==> src/hdl/hhm_pkg.sv <==
// Shared types, codes and defaults for the heartbeat health monitor.
package hhm_pkg;

    localparam int NUM_SUBSYS_DEFAULT = 8;

    localparam int TICK_W   = 32;
    localparam int MISS_W   = 32;
    localparam int LIMIT_W  = 16;
    localparam int CFG_W    = 32;
    localparam int CFG_IDX_W = 1;

    // Command codes
    localparam logic [1:0] CMD_ALIVE    = 2'd0;
    localparam logic [1:0] CMD_DEADLINE = 2'd1;
    localparam logic [1:0] CMD_CHECK    = 2'd2;

    // Configuration register indexes
    localparam logic [CFG_IDX_W-1:0] REG_ALIVE_THRESHOLD = 1'd0;
    localparam logic [CFG_IDX_W-1:0] REG_MISS_LIMIT      = 1'd1;

    localparam logic [CFG_W-1:0]   ALIVE_THRESHOLD_RESET = '0;
    localparam logic [LIMIT_W-1:0] MISS_LIMIT_RESET      = 16'd3;

    typedef struct packed {
        logic [1:0]        command;
        logic [2:0]        subsystem;
        logic [TICK_W-1:0] tick_now;
        logic              deadline_met;
    } in_t;

    typedef struct packed {
        logic              subsys_alive;
        logic              all_alive;
        logic              timing_fault;
        logic              feed_watchdog;
        logic [MISS_W-1:0] miss_count;
    } out_t;

    // Controller to datapath
    typedef struct packed {
        logic capture;
        logic update;
        logic scan_issue;
        logic load_out;
    } dp_cmd_t;

    // Datapath to controller
    typedef struct packed {
        logic issue_last;
    } dp_status_t;

endpackage

==> src/hdl/hhm_datapath.sv <==
// Datapath: item register, last-seen table, miss counter, table scan and result register.
module hhm_datapath #(
    parameter int NUM_SUBSYS = hhm_pkg::NUM_SUBSYS_DEFAULT
) (
    input  logic                              clk,
    input  logic                              rst_n,
    input  hhm_pkg::in_t                      in_data,
    input  logic                              cfg_we,
    input  logic [hhm_pkg::CFG_IDX_W-1:0]     cfg_index,
    input  logic [hhm_pkg::CFG_W-1:0]         cfg_data,
    input  hhm_pkg::dp_cmd_t                  cmd,
    output hhm_pkg::dp_status_t               status,
    output hhm_pkg::out_t                     out_data
);

    localparam int IDX_W = (NUM_SUBSYS > 1) ? $clog2(NUM_SUBSYS) : 1;
    localparam logic [IDX_W-1:0] LAST_IDX = IDX_W'(NUM_SUBSYS - 1);

    hhm_pkg::in_t                     item_reg;
    logic [hhm_pkg::CFG_W-1:0]        thr_reg;
    logic [hhm_pkg::LIMIT_W-1:0]      limit_reg;
    logic [hhm_pkg::MISS_W-1:0]       miss_reg;
    logic [hhm_pkg::MISS_W-1:0]       miss_next;
    logic [NUM_SUBSYS-1:0]            seen_reg;
    logic [hhm_pkg::TICK_W-1:0]       mem [NUM_SUBSYS];
    logic [hhm_pkg::TICK_W-1:0]       rd_data_reg;
    logic [IDX_W-1:0]                 issue_reg;
    logic [IDX_W-1:0]                 rd_idx_reg;
    logic                             rd_valid_reg;
    logic                             all_reg;
    logic                             one_reg;
    logic                             sub_in_range;
    logic [IDX_W-1:0]                 wr_addr;
    logic                             alive_report;
    logic [hhm_pkg::TICK_W-1:0]       age;
    logic                             entry_alive;
    logic                             fault;
    hhm_pkg::out_t                    out_reg;
    hhm_pkg::out_t                    out_next;

    // Hold the accepted transaction
    always_ff @(posedge clk)
    begin
        if (cmd.capture)
        begin
            item_reg <= in_data;
        end
    end

    // Configuration registers
    always_ff @(posedge clk or negedge rst_n)
    begin
        if (!rst_n)
        begin
            thr_reg   <= hhm_pkg::ALIVE_THRESHOLD_RESET;
            limit_reg <= hhm_pkg::MISS_LIMIT_RESET;
        end
        else if (cfg_we)
        begin
            unique case (cfg_index)
                hhm_pkg::REG_ALIVE_THRESHOLD: thr_reg   <= cfg_data;
                hhm_pkg::REG_MISS_LIMIT:      limit_reg <= cfg_data[hhm_pkg::LIMIT_W-1:0];
                default:                      ;
            endcase
        end
    end

    assign sub_in_range = (32'(item_reg.subsystem) < NUM_SUBSYS);
    assign wr_addr      = IDX_W'(item_reg.subsystem);
    assign alive_report = (item_reg.command == hhm_pkg::CMD_ALIVE) && sub_in_range;

    // Advance the consecutive miss counter, saturating when full; a met deadline clears it
    always_comb
    begin
        miss_next = miss_reg;
        if (item_reg.command == hhm_pkg::CMD_DEADLINE)
        begin
            if (item_reg.deadline_met)
            begin
                miss_next = '0;
            end
            else if (miss_reg != '1)
            begin
                miss_next = miss_reg + 1'b1;
            end
        end
    end

    always_ff @(posedge clk or negedge rst_n)
    begin
        if (!rst_n)
        begin
            miss_reg <= '0;
            seen_reg <= '0;
        end
        else if (cmd.update)
        begin
            miss_reg <= miss_next;
            if (alive_report)
            begin
                seen_reg[wr_addr] <= 1'b1;
            end
        end
    end

    // Last-seen table; the seen mark qualifies every entry
    always_ff @(posedge clk)
    begin
        if (cmd.update && alive_report)
        begin
            mem[wr_addr] <= item_reg.tick_now;
        end
        rd_data_reg <= mem[issue_reg];
        rd_idx_reg  <= issue_reg;
    end

    // Step the scan address, one entry a cycle
    always_ff @(posedge clk or negedge rst_n)
    begin
        if (!rst_n)
        begin
            issue_reg    <= '0;
            rd_valid_reg <= 1'b0;
        end
        else
        begin
            rd_valid_reg <= cmd.scan_issue;
            if (cmd.update)
            begin
                issue_reg <= '0;
            end
            else if (cmd.scan_issue && (issue_reg != LAST_IDX))
            begin
                issue_reg <= issue_reg + 1'b1;
            end
        end
    end

    assign status.issue_last = (issue_reg == LAST_IDX);

    // Judge one entry against the item's tick
    assign age         = item_reg.tick_now - rd_data_reg;
    assign entry_alive = seen_reg[rd_idx_reg] && (age <= thr_reg);

    always_ff @(posedge clk)
    begin
        if (cmd.update)
        begin
            all_reg <= 1'b1;
            one_reg <= 1'b0;
        end
        else if (rd_valid_reg)
        begin
            all_reg <= all_reg & entry_alive;
            if (32'(rd_idx_reg) == 32'(item_reg.subsystem))
            begin
                one_reg <= entry_alive;
            end
        end
    end

    // Form and hold the result
    assign fault = (miss_reg >= {{(hhm_pkg::MISS_W - hhm_pkg::LIMIT_W){1'b0}}, limit_reg});

    always_comb
    begin
        out_next.subsys_alive  = one_reg;
        out_next.all_alive     = all_reg;
        out_next.timing_fault  = fault;
        out_next.feed_watchdog = all_reg & ~fault;
        out_next.miss_count    = miss_reg;
    end

    always_ff @(posedge clk)
    begin
        if (cmd.load_out)
        begin
            out_reg <= out_next;
        end
    end

    assign out_data = out_reg;

endmodule

==> src/hdl/hhm_ctrl.sv <==
// Controller: sequences update, table scan and result handoff for each transaction.
module hhm_ctrl (
    input  logic                clk,
    input  logic                rst_n,
    input  logic                in_valid,
    output logic                in_stall,
    output logic                out_valid,
    input  logic                out_stall,
    input  hhm_pkg::dp_status_t status,
    output hhm_pkg::dp_cmd_t    cmd
);

    typedef enum logic [4:0] {
        S_IDLE   = 5'b00001,
        S_UPDATE = 5'b00010,
        S_SCAN   = 5'b00100,
        S_DRAIN  = 5'b01000,
        S_FINISH = 5'b10000
    } state_t;

    state_t state_reg;
    state_t state_next;
    logic   out_valid_reg;
    logic   out_valid_next;
    logic   out_free;

    assign in_stall  = (state_reg != S_IDLE);
    assign out_valid = out_valid_reg;
    assign out_free  = !out_valid_reg || !out_stall;

    // Next state and datapath commands
    always_comb
    begin
        state_next     = state_reg;
        cmd.capture    = 1'b0;
        cmd.update     = 1'b0;
        cmd.scan_issue = 1'b0;
        cmd.load_out   = 1'b0;
        unique case (state_reg)
            S_IDLE:
            begin
                if (in_valid)
                begin
                    cmd.capture = 1'b1;
                    state_next  = S_UPDATE;
                end
            end
            S_UPDATE:
            begin
                cmd.update = 1'b1;
                state_next = S_SCAN;
            end
            S_SCAN:
            begin
                cmd.scan_issue = 1'b1;
                if (status.issue_last)
                begin
                    state_next = S_DRAIN;
                end
            end
            S_DRAIN:
            begin
                state_next = S_FINISH;
            end
            S_FINISH:
            begin
                if (out_free)
                begin
                    cmd.load_out = 1'b1;
                    state_next   = S_IDLE;
                end
            end
            default:
            begin
                state_next = S_IDLE;
            end
        endcase
    end

    // Hold the result valid until taken
    always_comb
    begin
        if (cmd.load_out)
        begin
            out_valid_next = 1'b1;
        end
        else if (!out_stall)
        begin
            out_valid_next = 1'b0;
        end
        else
        begin
            out_valid_next = out_valid_reg;
        end
    end

    always_ff @(posedge clk or negedge rst_n)
    begin
        if (!rst_n)
        begin
            state_reg     <= S_IDLE;
            out_valid_reg <= 1'b0;
        end
        else
        begin
            state_reg     <= state_next;
            out_valid_reg <= out_valid_next;
        end
    end

`ifndef SYNTHESIS
    a_result_from_finish: assert property (@(posedge clk) disable iff (!rst_n)
        $rose(out_valid_reg) |-> $past(state_reg == S_FINISH))
        else $error("result raised outside finish");

    a_scan_ends: assert property (@(posedge clk) disable iff (!rst_n)
        (state_reg == S_SCAN && status.issue_last) |=> (state_reg == S_DRAIN))
        else $error("scan did not end at last entry");

    a_finish_loads: assert property (@(posedge clk) disable iff (!rst_n)
        (state_reg == S_FINISH && out_free) |=> (out_valid_reg && state_reg == S_IDLE))
        else $error("finish did not hand off result");
`endif

endmodule

==> src/hdl/heartbeat_health_monitor.sv <==
// Sequence: after acceptance the controller steps through update, scan, drain and finish;
// out_valid rises when finish loads the result, and in_stall holds new input until then.
// The scan reads one entry per cycle through the last-seen table's single read port.
// A new transaction is accepted while the previous result waits to be taken.
// rst_n (async low) resets seen marks, miss counter, control and config; no clearing pass.
module heartbeat_health_monitor #(
    parameter int NUM_SUBSYS = hhm_pkg::NUM_SUBSYS_DEFAULT
) (
    input  logic                          clk,
    input  logic                          rst_n,
    input  logic                          in_valid,
    output logic                          in_stall,
    input  hhm_pkg::in_t                  in_data,
    output logic                          out_valid,
    input  logic                          out_stall,
    output hhm_pkg::out_t                 out_data,
    input  logic                          cfg_we,
    input  logic [hhm_pkg::CFG_IDX_W-1:0] cfg_index,
    input  logic [hhm_pkg::CFG_W-1:0]     cfg_data
);

    hhm_pkg::dp_cmd_t    cmd;
    hhm_pkg::dp_status_t status;

    hhm_ctrl u_ctrl (
        .clk       (clk),
        .rst_n     (rst_n),
        .in_valid  (in_valid),
        .in_stall  (in_stall),
        .out_valid (out_valid),
        .out_stall (out_stall),
        .status    (status),
        .cmd       (cmd)
    );

    hhm_datapath #(
        .NUM_SUBSYS (NUM_SUBSYS)
    ) u_datapath (
        .clk       (clk),
        .rst_n     (rst_n),
        .in_data   (in_data),
        .cfg_we    (cfg_we),
        .cfg_index (cfg_index),
        .cfg_data  (cfg_data),
        .cmd       (cmd),
        .status    (status),
        .out_data  (out_data)
    );

endmodule
==> config.mk <==
export PLATFORM = sky130hd
export DESIGN_NAME = heartbeat_health_monitor
export DESIGN_NICKNAME = d
export VERILOG_FILES = /design/src/hdl/hhm_pkg.sv /design/src/hdl/hhm_datapath.sv /design/src/hdl/hhm_ctrl.sv /design/src/hdl/heartbeat_health_monitor.sv
export SDC_FILE = /design/constraint.sdc
export NUM_CORES = 1
export LEC_CHECK = 0
export ABC_AREA = 1
export ABC_CLOCK_PERIOD_IN_PS = 3800
export BUFFER_PORTS_ARGS = -buffer_cell sky130_fd_sc_hd__buf_2
export CAP_MARGIN = 15
export CORE_AREA = 2 2 180 200
export CTS_CLUSTER_SIZE = 30
export DETAILED_ROUTE_END_ITERATION = 10
export DIE_AREA = 0 0 182 202
export GPL_TIMING_DRIVEN = 1
export PLACE_DENSITY = 0.82
export SYNTH_ARGS = -nofsm -noshare
export SYNTH_HDL_FRONTEND = slang
export SYNTH_SLANG_ARGS = --single-unit
==> constraint.sdc <==
create_clock -name clk -period 3.8 [get_ports clk]
set_input_delay 0.76 -clock clk [delete_from_list [all_inputs] [get_ports clk]]
set_output_delay 0.76 -clock clk [all_outputs]
set_load 0.01 [all_outputs]
# Yosys cells after proc, flatten, opt, wreduce, memory -nomap -nowiden
# Memory sizes are Yosys's and may differ from the RTL's. A register that Yosys moved wholly into a read port is not among the register bits.
# Index checks and enable logic that the tools add are counted.
totals:
  regBits: 177
  ram_bits: 256
  inputBits: 76
  output_inout_bits: 38
  wordCells: 87
  mem_count: 1
classes:
  add_sub_neg: 3
  magnitude_cmp: 5
  eq_ne: 15
  mux: 22
  n_bitwise: 5
  n_reduce_logical: 16
mem_list:
  columns: ["memory", "depth", "word_bits", "read_ports", "rd_ports_with_merged_regs", "write_ports", "line", "text"]
  rows:
  - ["u_datapath.mem", 8, 32, 1, 1, 1, "hhm_datapath.sv:25", "logic [hhm_pkg::TICK_W-1:0] mem [NUM_SUBSYS];"]
op_table:
  columns: ["op", "count"]
  rows:
  - ["$mux 32", 2]
  - ["$add 32x1->32 const B", 1]
  - ["$ge 32x16->1", 1]
  - ["$le 32x32->1", 1]
  - ["$ne 32x32->1 const B", 1]
  - ["$sub 32x32->32", 1]
  - ["$pmux 5 s5", 1]
  - ["$mux 5", 3]
  - ["$mux 1", 12]
  - ["$lt 3x4->1 const B", 2]
  - ["$or 8x8->8", 1]
  - ["$reduce_and 2->1", 4]
  - ["$mux 3", 2]
  - ["$reduce_and 3->1", 2]
  - ["$eq 5x1->1 const B", 1]
  - ["$eq 5x2->1 const B", 1]
  - ["$eq 5x3->1 const B", 1]
  - ["$eq 5x4->1 const B", 1]
  - ["$eq 5x5->1 const B", 1]
  - ["$ne 5x1->1 const B", 1]
  - ["$logic_and 1x1->1", 4]
  - ["$ne 2x1->1 const B", 2]
  - ["$ne 2x2->1 const B", 2]
  - ["$reduce_bool 2->1", 2]
  - ["other kinds (13)", 16]

# Longest topological paths before layout
# Gate-level depths: netlist of run 1.
depth:
  word_depth: 5
  mapped_depth: 25
  depth_no_buf: 25

# Hierarchy
# Synthesis of run 1 repeated with hierarchy kept, for this count alone.
unflattened:
  cells_unflattened: 1979
  hier_area_um2: 20647.3
by_module_without_submodules:
  columns: ["mod", "n_inst", "cells_each", "area_each_um2", "seq_area_each_um2"]
  rows:
  - ["hhm_datapath", 1, 1932, 20294.5, 12954.9]
  - ["hhm_ctrl", 1, 47, 352.8, 151.4]

# Least setup slack after synthesis of run 1
# OpenSTA, ideal clock, no wires.
synth_timing:
  kind: "register to register"
  start: "register u_ctrl.state_reg[0]"
  end: "register u_datapath.item_reg[0] (netlist name) (enable)"
  setup_time_ns: 0.433
  t_arrival_ns: 2.630
  required_time_ns: 3.367
  slack_ns: 0.736
  path_stages_with_launch: 5
  n_path_buf: 0
  period_less_slack_ns: 3.064
  cell_sequence: "dfstp_2 -> inv_1 -> nor4_1 -> inv_1 -> nor2_1"
synth_lines:
  columns: ["item", "line", "text"]
  rows:
  - ["start: declaration", "hhm_ctrl.sv:21", "state_t state_reg;"]
  - ["start signal: assignment", "hhm_ctrl.sv:106", "state_reg <= state_next;"]
  - ["end signal: assignment", "hhm_datapath.sv:46", "item_reg <= in_data;"]
  - ["end: declaration", "hhm_datapath.sv:19", "hhm_pkg::in_t item_reg;"]

# Final worst setup path of run 1
layout_timing:
  start: "register u_datapath.item_reg[2] (netlist name)"
  end: "register u_datapath.all_reg"
layout_between:
  elab_chain_len: 4
layout_lines:
  columns: ["item", "line", "text"]
  rows:
  - ["$sub 32x32->32", "hhm_datapath.sv:142", "assign age = item_reg.tick_now - rd_data_reg;"]
  - ["$le 32x32->1", "hhm_datapath.sv:143", "assign entry_alive = seen_reg[rd_idx_reg] && (age <= thr_reg);"]
  - ["$logic_and 1x1->1", "hhm_datapath.sv:143", null]
  - ["$and 1x1->1", "hhm_datapath.sv:154", "all_reg <= all_reg & entry_alive;"]
  - ["end signal: assignment", "hhm_datapath.sv:154", null]
  - ["end: declaration", "hhm_datapath.sv:30", "logic all_reg;"]
# Every way passes these cells.
# A chain may end at the register's enable or synchronous reset.

==> flow_summary.ini, run 1 <==
[cts]
cts_root_buffer = clkbuf_16
path_clk_slew_ns = 0.06
cts_buffer_depth = 3
cts_buffers = 46
clkLatencyLatePin_ns = 0.56
htreeDepth = 2
cts.sinks = 465
cts_tree = done
holdBufCountCts = 0

[route]
drt-wirelength-per-cell_um = 19.3
drc = 0
vias_per_cell = 5.81
first_pass_iters = 5
via_count = 15200
drt-total-wl_um = 50400
drtIter0Drc = 1525
ant_nets = 0

[worst_setup_path]
crit_path_start_kind = flip-flop
worstRegToRegCells = 22
critPathKind = reg -> reg
critPathBufInv = 1
slowest_delay_ns = 0.53
path_depth = 22
crit_top_cell = nand2_1
crit_path_end_kind = flip-flop
critPathRequiredTime_ns = 4.25
critical_path.cell_chain = inv_1, fa_1, o21ai_1, a21boi_1, o21ai_2, nand2_1, nand2_1, nand2_1, nand3_1, nand2_1, ha_1, nand2_1, nor2_1, nand4_1, nor2_1, nand2_1, nand2_1, nand2_1, nand2_1, nand2_1, nand2_1, nand2_1
path_max_fanout = 10
crit_family = simple AND/OR/NAND/NOR gates
slowest_stage = edfxtp_1
cp.arrival_ns = 3.95

[finish]
antenna_cells = 0
post_route_cells_drive_above_1_share = 0.130
largest_reg_flops = 256
fill_cells = 2458
final_area_um2 = 23600
nNetsFinal = 2289
mostFrequentLayoutCells = 343 x nor2_1, 330 x edfxtp_1, 259 x nand2_1, 202 x inv_1, 195 x o21ai_0
fin_util = 0.680
final_common_cell = nor2_1
area_growth_pct = 12.9

[power_and_ir_drop]
p_sw_mw = 6.54
irDropWorstVdd_uv = 493
sw_frac_of_total = 0.369
combPwrFrac = 0.355
p_clk_frac = 0.272
seqPwrFrac = 0.373
power.leakage_nw = 9.47
power_density_nw_per_um2 = 749
p_int_mw = 11.2

[yosys]
ys_ff_latch = 465
synth_edf_count = 330
syn_nets = 2174
async_flop_share = 0.211
postSynthCellCount = 2015
avgSynthCellArea_um2 = 10.4
synth_flop_cell = edfxtp_1
syn-cell-area_um2 = 20900
ys_seq_area_frac = 0.626
synthDistinctLibCells = 44
yosysWarnings = 0

[run]
drv_cap = 0

[timing]
hold_viol = 0
fin_tns_setup_ns = 0
slew_headroom = 0.326
period_share = 0.920
rsz0062_at_grt = false
period_needed_ns = 3.50
slew_violations = 0
worst_pin_slew_ns = 1.01
fin_skew_ns = 0.0191
fmax_ghz = 0.286
hold_ws_ns = 0.210
setup-violations-final = 0

[floorplan]
core_um2 = 34800
rows = 72
dieArea_um2 = 36800
die_y_um = 202
io_pins = 114
start_util = 0.602
die_w_um = 182

[global_route]
grt_pass1_wl_um = 79000
antenna_found_initial = 0
gr-usage-all-layers = 0.274
grt_start_max_net_pins = 131
grt_remaining_overflow = 0
first_global_vias = 14800

[placed_design]
gp_congestion = 0.942
placed_area_um2 = 22000
dp_hpwl_um = 32000
io_buffers = 113

[run_status]
status = finished clean

[min_path]
hp-class = in -> async
==> what timing repair did <==
action,CTS,global route
setup buffers,0,1
gates resized for setup,0,8
hold endpoints to repair,0,0
setup endpoints to repair,0,2
==> stage by stage <==
stage | instances | power [mW] | setup slack (ns)
2_1_floorplan | 2015 | 10.9 | 0.736
3_3_place_gp | 2525 | 12.5 | 0.261
3_5_place_dp | 2525 | 12.8 | 0.122
4_1_cts | 2610 | 17.6 | 0.119
5_1_grt | 2611 | 18.8 | 0.00634
6_report | 2611 | 17.7 | 0.304
==> cells by family after synthesis <==
kind of cell,synth area share
XOR/XNOR,0.0151
AND/OR/NAND/NOR,0.153
AO/OA/AOI/OAI,0.103
buffers and inverters,0.0526
adder cells (fa/ha/maj),0.0500
flip-flops,0.626
==> final timing paths <==
path | end | start | slack (ns)
worst max-delay path | u_datapath.all_reg | u_datapath.item_reg[2] | 0.30
worst min-delay path | u_datapath.miss_reg[29] | rst_n | 0.21
worst max register to register | u_datapath.all_reg | u_datapath.item_reg[2] | 0.30
worst min register to register | u_datapath.rd_idx_reg[2] | u_datapath.issue_reg[2] | 0.41
max in group asynchronous | u_datapath.issue_reg[0] | rst_n | 2.64
min in group clk | u_datapath.item_reg[26] | in_data[26] | 0.37
==> worst register-to-register path, delay by kind of cell (launching register included) <==
kind | cells | cell delay, ns
simple gates | 16 | 1.36
fa+ha+maj | 2 | 0.74
compound gates | 3 | 0.65
flops | 1 | 0.53
buf+inv | 1 | 0.11
==> cell usage after synthesis (10+ instances only) <==
library cell	count	area (µm²)
o21ai_1	15	75.1
nor2_1	353	1330
dfxtp_1	37	741
a31oi_1	35	219
nand4_1	24	150
inv_1	204	766
nor3_1	21	105
edfxtp_1	330	9910
clkbuf_1	53	199
a21oi_1	76	380
nand2_1	260	976
o21ai_2	18	158
ha_1	82	1030
dfrtp_1	95	2380
o22ai_1	33	206
xor2_1	29	254
nand3_1	60	300
nor4_1	10	62.6
nand2_2	11	68.8
o21ai_0	198	991
==> per-layer routing <==
layer / share of wire / wire length [µm] / global-route usage
met5: 0 / 0 / 0
met4: 0.022 / 1130 / 0.0832
met3: 0.066 / 3300 / 0.0360
met2: 0.48 / 24400 / 0.459
met1: 0.43 / 21500 / 0.379
==> layout make-up <==
class	count	area, µm²	share of cell area
clock buffer	59	1290	0.0547
multi-input combinational	1277	6830	0.289
timing repair buffer	134	763	0.0323
tap	444	556	0.0235
inverter	206	773	0.0327
sequential	465	13100	0.555
clock inverter	26	315	0.0133
==> power by group through the flow <==
stage | sequential [mW] | clock [mW] | combinational (mW)
after floorplan | 6.50 | 0 | 4.44
after global placement | 6.66 | 0 | 5.87
after detailed placement | 6.69 | 0 | 6.11
after CTS | 6.60 | 4.86 | 6.18
after global routing | 6.66 | 5.05 | 7.08
final | 6.60 | 4.81 | 6.29
No activity file was read; power rests on OpenSTA's default activity.
==> inputs of run 2 (changes only) <==
- ABC_AREA: 1 -> 0
- CORE_AREA: 2 2 180 200 -> 2 2 175 194
- DIE_AREA: 0 0 182 202 -> 0 0 177 196
==> run 2 against run 1 <==
Net effect: the flow now finishes with violations (negative setup slack); critical path type unchanged; sequential cell count is the same; largest power group unchanged; clock power decreased by 11%; fmax fell by 9.1%; non-clock buffer count rose by 72; clock skew rose by 0.0030 ns.
==> flow_summary.ini, run 2 <==
[run_status]
status = finished, violations left
violations = negative setup slack

[global_route]
first_global_vias = 12300
gr-usage-all-layers = 0.255
grt_pass1_wl_um = 67000
grt_start_max_net_pins = 51
grt_remaining_overflow = 0
antenna_found_initial = 0

[yosys]
synthDistinctLibCells = 64
synth_flop_cell = edfxtp_1
yosys.cell_count.top_type = edfxtp_1
synth_area_leaders = edfxtp_1 50%, dfrtp_1 12%, mux4_2 7.5%
synth-xor-area-share = 0.0221
synth_mux_area_frac = 0.106
syn-cell-area_um2 = 19800
yosysWarnings = 0
avgSynthCellArea_um2 = 14.8
synth_simple_gate_area_frac = 0.0724
ys_ff_latch = 465
ys_seq_area_frac = 0.662
synthAdderAreaFrac = 0.0528
synth_top_area_frac = 0.500
synth.largest_area_cell = edfxtp_1
synth_common_cells = 330 x edfxtp_1, 98 x inv_1, 95 x dfrtp_1
synth_compound_area_frac = 0.0586
async_flop_share = 0.211
syn_nets = 1501
synth_edf_count = 330
postSynthCellCount = 1342
synth_top_family_by_area = multiplexers

[timing]
fmax_ghz = 0.260
rsz0062_at_grt = true
period_share = 1.01
fin_skew_ns = 0.0222
hold_viol = 0
slew_violations = 0
worst_pin_slew_ns = 1.04
hold_ws_ns = 0.220
slew_headroom = 0.302
layout_setup_ws_ns = -0.0447
period_needed_ns = 3.84
setup-violations-final = 2

[cts]
cts_buffers = 44
path_clk_slew_ns = 0.06
cts.sinks = 465
cts_buffer_depth = 3
clkLatencyLatePin_ns = 0.56
cts_tree = done
htreeDepth = 2
holdBufCountCts = 0
cts_root_buffer = clkbuf_16

[route]
ant_nets = 0
drt-wirelength-per-cell_um = 21.6
drc = 0
first_pass_iters = 5
via_count = 12100
drt-total-wl_um = 43900
vias_per_cell = 5.97
drtIter0Drc = 1327

[power_and_ir_drop]
power_density_nw_per_um2 = 680
irDropWorstVdd_uv = 459
power.leakage_nw = 8.79
total_power_mw = 15.8

[floorplan]
dieArea_um2 = 34700
die_y_um = 196
start_util = 0.603
rows = 70
die_w_um = 177
core_um2 = 32800
io_pins = 114

[placed_design]
dpl_worst_slack_ns = -0.133
io_buffers = 113
place_inst = 1928
dp_hpwl_um = 28200
gp_congestion = 0.936

[worst_setup_path]
path_max_fanout = 3
critPathBufInv = 3
crit_path_start_kind = flip-flop
worstRegToRegCells = 19
critPathKind = reg -> reg
slowest_stage = edfxtp_1
crit_path_end_kind = flip-flop
cp.arrival_ns = 4.33
crit_top_cell = o21ai_2
crit_family = compound AO/OA/AOI/OAI gates
reg2reg_slack_ns = -0.04
critical_path.cell_chain = inv_2, ha_4, fa_2, nor2b_1, o21ai_2, o21ai_2, o31a_1, a211o_1, a41oi_2, xnor2_1, ha_1, nand4_1, buf_4, inv_1, a221oi_1, a22oi_1, a211oi_2, mux2i_1, nor2_1
critPathRequiredTime_ns = 4.29
timing.rr.start = u_datapath.item_reg[1]
slowest_delay_ns = 0.37
r2r-end = u_datapath.one_reg

[finish]
area_growth_pct = 17.4
mostFrequentLayoutCells = 330 x edfxtp_1, 112 x buf_2, 97 x inv_1, 93 x dfrtp_1, 90 x buf_4
nNetsFinal = 1717
final_common_cell = edfxtp_1
post_route_cells_drive_above_1_share = 0.280
antenna_cells = 0
largest_reg_flops = 256
instances_no_fill = 2026

[run]
drv_cap = 0

[min_path]
hp-class = in -> async
## run 2: stage by stage
step | util | TNS (ns) | area (µm²)
after floorplan | - | 0 | 19800
after global placement | 0.654 | 0 | 21500
after detailed placement | 0.654 | -0.240 | 21500
after CTS | 0.698 | 0 | 22900
after global routing | 0.708 | -0.384 | 23200
final | 0.708 | -0.0564 | 23200
## run 2: cell type report
type,count,area [µm²]
multi-input combinational,743,6510
inverter,98,368
fill,2062,9590
clock inverter,20,176
timing repair buffer,206,1320
clock buffer,62,1230
tap,432,541
sequential,465,13100
## run 2: per-layer routing
| layer | up-vias | global-route usage | wire length, µm |
|---|---|---|---|
| li1 | 5485 | - | - |
| met1 | 6034 | 0.345 | 17900 |
| met2 | 471 | 0.423 | 21500 |
| met3 | 108 | 0.0393 | 2800 |
| met4 | 0 | 0.0961 | 1570 |
| met5 | - | 0 | 0 |
## run 2: what timing repair did
action	in CTS	in global routing
gates resized for setup	6	37
pin swaps	0	26
endpoints found under the setup margin	2	2
setup buffers	1	15
## run 2: kinds of logic (layout without fill, tap and decap cells)
kind of cell | after synthesis | count (layout)
AO/OA/AOI/OAI | 193 | 193
XOR/XNOR | 50 | 50
adder cells (fa/ha/maj) | 83 | 83
buffers and inverters | 134 | 386
flip-flops | 465 | 465
multiplexers | 121 | 121
AND/OR/NAND/NOR | 296 | 296
## run 2: power breakdown
group	internal [mW]	switching, mW
Sequential	6.01	0.394
Clock	2.42	1.85
Combinational	2.43	2.70
Total	10.9	4.95
## run 2: worst max-delay path by stage
| stage | endpoint | cells after the start | start |
|---|---|---|---|
| after floorplan | u_datapath.one_reg | 17 | u_datapath.item_reg[1] |
| after global placement | u_datapath.one_reg | 16 | u_datapath.item_reg[6] |
| after detailed placement | u_datapath.one_reg | 15 | u_datapath.item_reg[6] |
| after CTS | u_datapath.all_reg | 19 | u_datapath.item_reg[1] |
| after global routing | u_datapath.all_reg | 19 | u_datapath.item_reg[1] |
| final | u_datapath.one_reg | 19 | u_datapath.item_reg[1] |
